**src/design/cbpb_pkg.sv**
```systemverilog
package cbpb_pkg;

   // Back-end sequencer states.
   typedef enum logic [2:0] {
      ST_IDLE,
      ST_SQRT,
      ST_DIV,
      ST_MIX,
      ST_OUT
   } back_state_type;

   // Configuration register indexes.
   localparam logic [2:0] REG_CENTER_X = 3'd0;
   localparam logic [2:0] REG_CENTER_Y = 3'd1;
   localparam logic [2:0] REG_RADIUS   = 3'd2;
   localparam logic [2:0] REG_OPACITY  = 3'd3;
   localparam logic [2:0] REG_PAINT    = 3'd4;

   localparam int unsigned OPACITY_ONE = 65536;

endpackage

```
**src/design/cbpb_back.sv**
```systemverilog
// Back end: bit-serial square root, restoring divide, mix, and dirty box.
module cbpb_back #(
   parameter int COORD_BITS = 12,
   parameter int RADIUS_FRAC_BITS = 8,
   parameter int BLEND_FRAC_BITS = 16
) (
   input  logic                  clock,
   input  logic                  reset,
   input  logic                  q_valid,
   input  logic [COORD_BITS-1:0] q_x,
   input  logic [COORD_BITS-1:0] q_y,
   input  logic [7:0]            q_cur,
   input  logic                  q_last,
   input  logic                  q_active,
   input  logic [34:0]           q_d2,
   output logic                  pop,
   input  logic [19:0]           radius_q8,
   input  logic [16:0]           opacity_q16,
   input  logic [7:0]            paint_value,
   output logic                  rsp_valid,
   input  logic                  rsp_stall,
   output logic [7:0]            rsp_new_value,
   output logic                  rsp_write_enable,
   output logic                  rsp_stroke_changed,
   output logic [COORD_BITS-1:0] rsp_dirty_min_x,
   output logic [COORD_BITS-1:0] rsp_dirty_max_x,
   output logic [COORD_BITS-1:0] rsp_dirty_min_y,
   output logic [COORD_BITS-1:0] rsp_dirty_max_y,
   output logic                  rsp_end_of_stroke
);
   import cbpb_pkg::*;

   // dist = floor(sqrt(d2) * 2^F) exactly equals isqrt(d2 << 2F), the integer
   // root, computed over 18+F result bits.
   localparam int RB = 18 + RADIUS_FRAC_BITS;
   localparam int NB = 2 * RB;
   localparam int NUMB = 37 + BLEND_FRAC_BITS;
   localparam int DENB = 36;
   localparam int SC = $clog2(RB + 1);
   localparam int DC = $clog2(NUMB + 1);
   localparam logic [COORD_BITS-1:0] CMAX = '1;

   back_state_type st_ff, st_in;
   logic [NB-1:0]   rem_n_ff, rem_n_in;   // operand being shifted out
   logic [RB+1:0]   srem_ff, srem_in;
   logic [RB-1:0]   root_ff, root_in;
   logic [SC-1:0]   scnt_ff, scnt_in;
   logic [NUMB-1:0] num_ff, num_in;
   logic [DENB:0]   drem_ff, drem_in;
   logic [NUMB-1:0] quo_ff, quo_in;
   logic [DC-1:0]   dcnt_ff, dcnt_in;
   logic [19:0]     r;
   logic [16:0]     op;
   logic [RB+1:0]   trial;
   logic [DENB:0]   dtry;
   logic [35:0]     den;
   logic [RB-1:0]   dist_q;
   logic [19:0]     diff;
   logic signed [9:0] pdiff;
   logic signed [BLEND_FRAC_BITS+11:0] v;
   logic [BLEND_FRAC_BITS+11:0] rnd;
   logic [7:0]      nv;
   logic            ch;

   logic [7:0] o_val_ff, o_val_in;
   logic o_we_ff, o_we_in, o_ch_ff, o_ch_in, o_eos_ff, o_eos_in, ov_ff, ov_in;
   logic [COORD_BITS-1:0] o_mnx_ff, o_mxx_ff, o_mny_ff, o_mxy_ff;
   logic [COORD_BITS-1:0] o_mnx_in, o_mxx_in, o_mny_in, o_mxy_in;
   logic any_ff, any_in;
   logic [COORD_BITS-1:0] mnx_ff, mxx_ff, mny_ff, mxy_ff;
   logic [COORD_BITS-1:0] mnx_in, mxx_in, mny_in, mxy_in;

   always_comb begin
      r = (radius_q8 < 20'(1 << (RADIUS_FRAC_BITS - 1)))
         ? 20'(1 << (RADIUS_FRAC_BITS - 1)) : radius_q8;
      op = (opacity_q16 > 17'(OPACITY_ONE)) ? 17'(OPACITY_ONE) : opacity_q16;
      den = {r, 16'd0};
      trial = {srem_ff[RB-1:0], rem_n_ff[NB-1 -: 2]} - {root_ff, 2'b01};
      dtry = {drem_ff[DENB-1:0], num_ff[NUMB-1]} - {1'b0, den};
      dist_q = (root_ff > RB'(r)) ? RB'(r) : root_ff;
      diff = r - 20'(dist_q);
      pdiff = $signed({2'b0, paint_value}) - $signed({2'b0, q_cur});
      v = $signed((BLEND_FRAC_BITS + 12)'({q_cur, {BLEND_FRAC_BITS{1'b0}}}))
         + pdiff * $signed({1'b0, quo_ff[BLEND_FRAC_BITS+1:0]});
      if (v < 0) v = '0;
      rnd = (BLEND_FRAC_BITS + 12)'(v + (1 <<< (BLEND_FRAC_BITS - 1)))
         >> BLEND_FRAC_BITS;
      nv = (rnd > 255) ? 8'd255 : rnd[7:0];
      if (!q_active || quo_ff == '0) nv = q_cur;
      ch = (nv != q_cur);
   end

   // Sequencer next state.
   always_comb begin
      st_in = st_ff;
      case (st_ff)
         ST_IDLE: if (q_valid) st_in = q_active ? ST_SQRT : ST_OUT;
         ST_SQRT: if (scnt_ff == SC'(RB)) st_in = ST_DIV;
         ST_DIV:  if (dcnt_ff == DC'(NUMB - 1)) st_in = ST_MIX;
         ST_MIX:  st_in = ST_OUT;
         ST_OUT:  if (!ov_ff || !rsp_stall) st_in = ST_IDLE;
         default: st_in = ST_IDLE;
      endcase
   end

   // Datapath registers per state.
   always_comb begin
      rem_n_in = rem_n_ff; srem_in = srem_ff; root_in = root_ff; scnt_in = scnt_ff;
      num_in = num_ff; drem_in = drem_ff; quo_in = quo_ff; dcnt_in = dcnt_ff;
      case (st_ff)
         ST_IDLE: begin
            rem_n_in = NB'(q_d2) << (2 * RADIUS_FRAC_BITS);
            srem_in = '0; root_in = '0; scnt_in = '0;
            quo_in = '0;
         end
         ST_SQRT: begin
            num_in = '0; drem_in = '0; dcnt_in = '0;
            if (scnt_ff == SC'(RB)) begin
               // Root complete: form the weight numerator from the clamped distance.
               num_in = NUMB'(37'(op) * 37'(diff)) << BLEND_FRAC_BITS;
            end else begin
               rem_n_in = rem_n_ff << 2;
               scnt_in = scnt_ff + SC'(1);
               if (!trial[RB+1]) begin
                  srem_in = trial;
                  root_in = {root_ff[RB-2:0], 1'b1};
               end else begin
                  srem_in = {srem_ff[RB-1:0], rem_n_ff[NB-1 -: 2]};
                  root_in = {root_ff[RB-2:0], 1'b0};
               end
            end
         end
         ST_DIV: begin
            num_in = num_ff << 1;
            dcnt_in = dcnt_ff + DC'(1);
            if (!dtry[DENB]) begin
               drem_in = dtry;
               quo_in = {quo_ff[NUMB-2:0], 1'b1};
            end else begin
               drem_in = {drem_ff[DENB-1:0], num_ff[NUMB-1]};
               quo_in = {quo_ff[NUMB-2:0], 1'b0};
            end
         end
         default: ;
      endcase
   end

   assign pop = (st_ff == ST_OUT) && (!ov_ff || !rsp_stall);

   // Result register and dirty box update on hand-over.
   always_comb begin
      o_val_in = o_val_ff; o_we_in = o_we_ff; o_ch_in = o_ch_ff; o_eos_in = o_eos_ff;
      o_mnx_in = o_mnx_ff; o_mxx_in = o_mxx_ff; o_mny_in = o_mny_ff; o_mxy_in = o_mxy_ff;
      ov_in = ov_ff && rsp_stall;
      any_in = any_ff; mnx_in = mnx_ff; mxx_in = mxx_ff; mny_in = mny_ff; mxy_in = mxy_ff;
      if (pop) begin
         ov_in = 1'b1;
         if (ch) begin
            any_in = 1'b1;
            if (q_x < mnx_ff) mnx_in = q_x;
            if (q_x > mxx_ff) mxx_in = q_x;
            if (q_y < mny_ff) mny_in = q_y;
            if (q_y > mxy_ff) mxy_in = q_y;
         end
         o_val_in = nv; o_we_in = ch; o_eos_in = q_last;
         o_ch_in = q_last && any_in;
         o_mnx_in = o_ch_in ? mnx_in : '0;
         o_mxx_in = o_ch_in ? mxx_in : '0;
         o_mny_in = o_ch_in ? mny_in : '0;
         o_mxy_in = o_ch_in ? mxy_in : '0;
         if (q_last) begin
            any_in = 1'b0; mnx_in = CMAX; mxx_in = '0; mny_in = CMAX; mxy_in = '0;
         end
      end
   end

   always_ff @(posedge clock) begin
      if (reset) begin
         st_ff <= ST_IDLE;
         ov_ff <= 1'b0;
         any_ff <= 1'b0;
         mnx_ff <= CMAX; mxx_ff <= '0; mny_ff <= CMAX; mxy_ff <= '0;
      end else begin
         st_ff <= st_in;
         ov_ff <= ov_in;
         any_ff <= any_in;
         mnx_ff <= mnx_in; mxx_ff <= mxx_in; mny_ff <= mny_in; mxy_ff <= mxy_in;
      end
   end

   always_ff @(posedge clock) begin
      rem_n_ff <= rem_n_in; srem_ff <= srem_in; root_ff <= root_in; scnt_ff <= scnt_in;
      num_ff <= num_in; drem_ff <= drem_in; quo_ff <= quo_in; dcnt_ff <= dcnt_in;
      o_val_ff <= o_val_in; o_we_ff <= o_we_in; o_ch_ff <= o_ch_in; o_eos_ff <= o_eos_in;
      o_mnx_ff <= o_mnx_in; o_mxx_ff <= o_mxx_in; o_mny_ff <= o_mny_in; o_mxy_ff <= o_mxy_in;
   end

   assign rsp_valid = ov_ff;
   assign rsp_new_value = o_val_ff;
   assign rsp_write_enable = o_we_ff;
   assign rsp_stroke_changed = o_ch_ff;
   assign rsp_dirty_min_x = o_mnx_ff;
   assign rsp_dirty_max_x = o_mxx_ff;
   assign rsp_dirty_min_y = o_mny_ff;
   assign rsp_dirty_max_y = o_mxy_ff;
   assign rsp_end_of_stroke = o_eos_ff;
endmodule

```
**config.mk**
```make
export PLATFORM = sky130hd
export DESIGN_NAME = cbpb_back
export DESIGN_NICKNAME = d
export VERILOG_FILES = /design/src/design/cbpb_pkg.sv /design/src/design/cbpb_back.sv
export SDC_FILE = /design/constraint.sdc
export NUM_CORES = 2
export LEC_CHECK = 0
export BUFFER_PORTS_ARGS = -buffer_cell sky130_fd_sc_hd__buf_2
export CAP_MARGIN = 30
export CORE_MARGIN = 5
export CORE_UTILIZATION = 40
export DETAILED_ROUTE_END_ITERATION = 10
export GPL_TIMING_DRIVEN = 1
export PLACE_DENSITY = 0.53
export REMOVE_ABC_BUFFERS = 1
export SETUP_SLACK_MARGIN = 0.1
export SLEW_MARGIN = 25
export SYNTH_ARGS = -nofsm -noshare
export SYNTH_HDL_FRONTEND = slang
export SYNTH_SLANG_ARGS = --single-unit
```
**constraint.sdc**
```tcl
create_clock -name clock -period 22.5 [get_ports clock]
set_input_delay 4.5 -clock clock [delete_from_list [all_inputs] [get_ports clock]]
set_output_delay 4.5 -clock clock [all_outputs]
set_load 0.02 [all_outputs]
```
Word-level counts from Yosys, hierarchy flattened

Index checks and enable logic that the tools add are counted.

Mux-type cells: 45
Reduce and logical (&&, ||, !) cells: 15
Equal/unequal tests: 12
Magnitude comparators: 9
Add/sub/neg operators: 8
Multipliers: 2

Operators by type and width:

| kind                   | count |
|---|---|
| $pmux 53 s2            | 2 |
| $mux 12                | 12 |
| $pmux 26 s2            | 2 |
| $pmux 52 s2            | 1 |
| $mux 26                | 3 |
| $pmux 36 s2            | 1 |
| $logic_not 53->1       | 1 |
| $mux 53                | 1 |
| $mux 52                | 1 |
| $mux 20                | 2 |
| $mul 17x20->37         | 1 |
| $sub 37x36->37         | 1 |
| $mux 36                | 1 |
| $add 25x28->28         | 1 |
| $add 28x17->28 const B | 1 |
| $lt 28x1->1 const B    | 1 |
| $mul 9x19->28          | 1 |
| $mux 28                | 1 |
| $sub 28x28->28         | 1 |
| $gt 26x20->1           | 1 |
| $gt 12x12->1           | 2 |
| $lt 12x12->1           | 2 |
| $lt 20x8->1 const B    | 1 |
| $sub 20x20->20         | 1 |
| 27 further kinds       | 49 |

Output and inout bits: 61
Word-level logic and storage cells: 114
Bits in registers: 369
Input port bits: 118

Longest topological paths before layout

Depth in word-level cells: 13
Depth in mapped cells: 61
Mapped depth without buffers: 58

Worst setup path after synthesis

No wires, ideal clock.

Path type: input-to-reg
From: in radius_q8[19]
To: reg num_ff[51], data pin
Cell stages on the path: 60
Buffers on the path: 2
Required time: 22.235 ns
Slack: 5.382 ns
Library setup time: 0.265 ns
Arrival: 16.853 ns
Cell sequence: inv_1 > nand4_1 > nor4_1 > nand4_1 > and2_1 > inv_1 > ha_1 > nor2b_1 > o21a_1 > o21a_1 > o21a_1 > o21a_1 > o21a_1 > o21a_1 > o21ai_0 > a21oi_1 > a211oi_1 > nor2_1 > [24 not listed] > fa_1 > inv_1 > fa_1 > inv_1 > ha_1 > o21a_1 > o21ai_0 > nor2_1 > a221o_1 > a31oi_1 > a21oi_1 > o2111ai_1 > nand2_1 > a41o_1 > o211a_1 > a2111oi_0 > a2111o_1 > o211ai_1

Word-level cells in the longest chain between the ends: 8

Ends and longest elaborated chain:

| what                 | RTL line         | source |
|---|---|---|
| start, declared      | cbpb_back.sv:17  | `input logic [19:0] radius_q8,` |
| $lt 20x8->1          | cbpb_back.sv:74  | `r = (radius_q8 < 20'(1 << (RADIUS_FRAC_BITS - 1)))` |
| $mux 20 *            | cbpb_back.sv:75  | `? 20'(1 << (RADIUS_FRAC_BITS - 1)) : radius_q8;` |
| $gt 26x20->1         | cbpb_back.sv:80  | `dist_q = (root_ff > RB'(r)) ? RB'(r) : root_ff;` |
| $mux 20              | cbpb_back.sv:80  |  |
| $sub 20x20->20 *     | cbpb_back.sv:81  | `diff = r - 20'(dist_q);` |
| $mul 17x20->37 *     | cbpb_back.sv:120 | `num_in = NUMB'(37'(op) * 37'(diff)) << BLEND_FRAC_BITS;` |
| $mux 53 *            | cbpb_back.sv:118 | `if (scnt_ff == SC'(RB)) begin` |
| $pmux 53 s2 *        | cbpb_back.sv:110 | `case (st_ff)` |
| via num_in[51]       | cbpb_back.sv:48  | `logic [NUMB-1:0] num_ff, num_in;` |
| end signal, assigned | cbpb_back.sv:193 | `num_ff <= num_in; drem_ff <= drem_in; quo_ff <= quo_in; dcnt_ff <= dcnt_in;` |
| end, declared        | cbpb_back.sv:48  |  |

The timed path passes the listed nets; every way through them passes the cells marked *.
A chain may end at the register's enable or synchronous reset.

Final worst setup path

Same ends and word-level chain as after synthesis.

==> impl_metrics.yaml <==
status:
  status: "finished clean"
drt:
  wirelength_um: 102000
  wl_met3_um: 6610
  post-route-drc-count: 0
  dr.pass1.iters: 5
  dr.max_layer_used: "met5"
  met1_length_um: 46900
  ant_nets: 0
  met2_wirelength_um: 45900
  vias: 27300
  vias_per_cell: 5.34
  drt_iter0_markers: 1805
  wl_per_cell_um: 19.9
global_route:
  grt_max_degree: 89
  antenna_found_initial: 10
  grtUsageTotal_pct: 21.3
  grt_pass1_vias: 27700
  grt_pass1_wl_um: 160000
  grt-ovfl-total: 0
floorplan:
  die_x_um: 309
  start_util_pct: 40.4
  ios: 179
  rows: 109
  coreArea_mm2: 0.0886
  die_y_um: 309
  die-area_mm2: 0.0955
clock_tree:
  postCtsSetupRepairBufs: 0
  cts_tree: "done"
  cts.path.max_buffers: 3
  cts-hold-fix-buffers: 0
  cts.clk_slew.worst_paths_ns: 0.06
  clkLatencyLatePin_ns: 0.60
  clock_sinks: 337
  cts.htree.levels: 2
  cts_resized: 0
  clockRootBuffer: "clkbuf_16"
  numCtsBuffers: 42
sta:
  relSlewSlack_pct: 31.5
  fmax_mhz: 53.7
  finalCritPeriodShare_pct: 82.8
  worst_pin_slew_ns: 1.03
  hold_viol_final: 0
  setup_viol: 0
  tns_ns: 0
  rsz0062_at_grt: "no"
  skew_ns: 0.0397
  slew_viol_final: 0
  period_needed_ns: 18.63
  layout_setup_ws_ns: 3.87
place:
  preCtsSetupSlack_ns: 3.37
  routabilityCongestion: 0.950
  dp_cells: 5033
  dp_hpwl_um: 77800
  portBuffers: 178
synthesis:
  syn_inst: 3813
  avgSynthCellArea_um2: 9.39
  synth_edf_count: 284
  ys_types: 82
  syn_area_mm2: 0.0358
  synthTopCellsByArea: "edfxtp_1, fa_1, ha_1"
  postSynth.asyncResetShare_pct: 0
  ys_ff_latch: 337
  ys.flop_type: "edfxtp_1"
  yosysTopAreaCellShare_pct: 23.8
  yosysTopAreaCell: "edfxtp_1"
  ys_warn_count: 0
  seq_area_frac_synth_pct: 26.8
setup_path:
  critPathTopFamily: "compound AO/OA/AOI/OAI gates"
  worst_path_most_repeated_cell: "fa_1"
  worst_setup_path_end_kind: "flip-flop"
  crit_required_ns: 22.82
  cpPeakStageDelay_ns: 0.81
  reg2reg_to: "num_ff[51]"
  crit_slowest_cell: "a2111oi_0"
  crit_type: "in2reg"
  r2r_slack_ns: 8.78
  path_buf_inv: 8
  worstReg2RegStart: "root_ff[1]"
  worstSetupStartpointType: "input port"
  ff2ff_path_depth: 51
  cp_max_fo: 38
  timing.critical_path.arrival_ns: 18.95
worst_hold_path:
  hp-class: "reg2reg"
  min_from: "mny_ff[0]"
  hold_depth: 2
  hold_path_end: "mny_ff[0]"
cells_and_area:
  fin_nets: 4741
  drive_gt1_share_pct: 8.71
  syn2layout_area_growth_pct: 10.3
  fin_cells: 5118
flow_run:
  drv_cap: 0
==> synthesized netlist by cell type (12+ instances only) <==
cell,number
nor3_1,61
dfxtp_1,53
mux2i_1,37
xor2_1,38
nor2_1,309
o41ai_1,12
nor4_1,24
o21a_1,39
nor2b_1,25
a2bb2oi_1,24
a31oi_1,13
or3_1,24
xnor2_1,54
a21oi_1,109
o31ai_1,27
o21ai_0,91
nand2b_1,72
a21boi_0,15
edfxtp_1,284
fa_1,392
nand3_1,77
ha_1,315
a211oi_1,20
nand4_1,31
a21o_1,55
and3_1,108
buf_2,16
inv_1,582
a22o_1,79
nand2_1,424
clkbuf_1,146
or2_2,20
and2_1,92
==> worst max-delay path by stage <==
stage / start / endpoint / slack, ns / depth (start not counted)
after CTS: radius_q8[19] / num_ff[51] / 3.98 / 58
after global routing: radius_q8[19] / num_ff[51] / 3.06 / 58
after global placement: radius_q8[19] / num_ff[51] / 3.81 / 59
after detailed placement: radius_q8[19] / num_ff[49] / 3.37 / 58
after floorplan: radius_q8[19] / num_ff[51] / 3.60 / 53
final: radius_q8[19] / num_ff[51] / 3.87 / 58
==> state kept, by name (all words and copies together), names as in the netlist <==
register / count
rsp_dirty_min_x: 12
num_ff: 37
drem_ff: 36
scnt_ff: 5
rsp_dirty_max_x: 12
root_ff: 26
mnx_ff: 12
rsp_dirty_max_y: 12
mny_ff: 12
any_ff: 1
quo_ff: 53
rsp_end_of_stroke: 1
dcnt_ff: 6
rem_n_ff: 36
rsp_dirty_min_y: 12
rsp_new_value: 8
rsp_stroke_changed: 1
srem_ff: 26
st_ff: 3
mxx_ff: 12
rsp_write_enable: 1
rsp_valid: 1
mxy_ff: 12
==> final cells by class <==
type	instances	area (um2)
fillers	8715	49200
flip-flops and latches	337	9590
diodes	3	7.51
well taps	1165	1460
repair buffers	234	1330
multi-input cells	2719	23400
clock inverters	23	332
inverters	582	2180
clock buffers	55	1150
==> worst reg2reg max path: cells and delay by family, from the launching register on <==
family,cells,cell delay (ns)
buffers and inverters,5,0.47
adder cells (fa/ha/maj),10,4.48
XOR/XNOR,1,0.67
AO/OA/AOI/OAI,28,6.48
AND/OR/NAND/NOR,7,0.94
flip-flops,1,0.44
==> cell usage in the layout, fill, tap and decap left out, types with 9 or more instances in the layout <==
cell type	n
a211oi_1	20
a21boi_0	14
a21o_1	55
a21oi_1	108
a22o_1	79
a2bb2oi_1	24
a31oi_1	13
and2_1	91
and3_1	108
and4_1	9
buf_2	179
buf_4	50
clkbuf_1	9
clkbuf_16	43
dfxtp_1	52
edfxtp_1	284
fa_1	392
ha_1	315
inv_1	582
mux2i_1	37
nand2_1	422
nand2b_1	72
nand3_1	77
nand4_1	31
nor2_1	306
nor2b_1	25
nor3_1	61
nor4_1	24
o211ai_1	11
o21a_1	39
o21ai_0	91
o21bai_1	10
o31ai_1	27
o41ai_1	11
or2_2	20
or3_1	24
xnor2_1	51
xor2_1	35
==> metal layers <==
layer  track usage [%]  vias up
met5                 0        -
met3              4.50      141
met2              34.1      668
met4              5.13        6
li1                  -    13000
met1              29.8    13500
==> stage by stage <==
step / hold WS [ns] / utilization (%) / instance area (um2)
2_1_floorplan: 0.442 / - / 35100
3_3_place_gp: 0.452 / 42.7 / 37900
3_5_place_dp: 0.460 / 42.8 / 38000
4_1_cts: 0.470 / 44.5 / 39400
5_1_grt: 0.496 / 44.5 / 39500
6_report: 0.469 / 44.5 / 39500
==> kinds of logic after synthesis <==
logic type	synth area share (%)
adder cells (fa/ha/maj)	32.9
flip-flops	26.8
XOR/XNOR	2.25
buffers and inverters	8.01
multiplexers	1.07
AND/OR/NAND/NOR	17.3
AO/OA/AOI/OAI	11.6
Power is not shown: default switching activity piles up to over one toggle a cycle in this logic, so the estimate is an artifact.
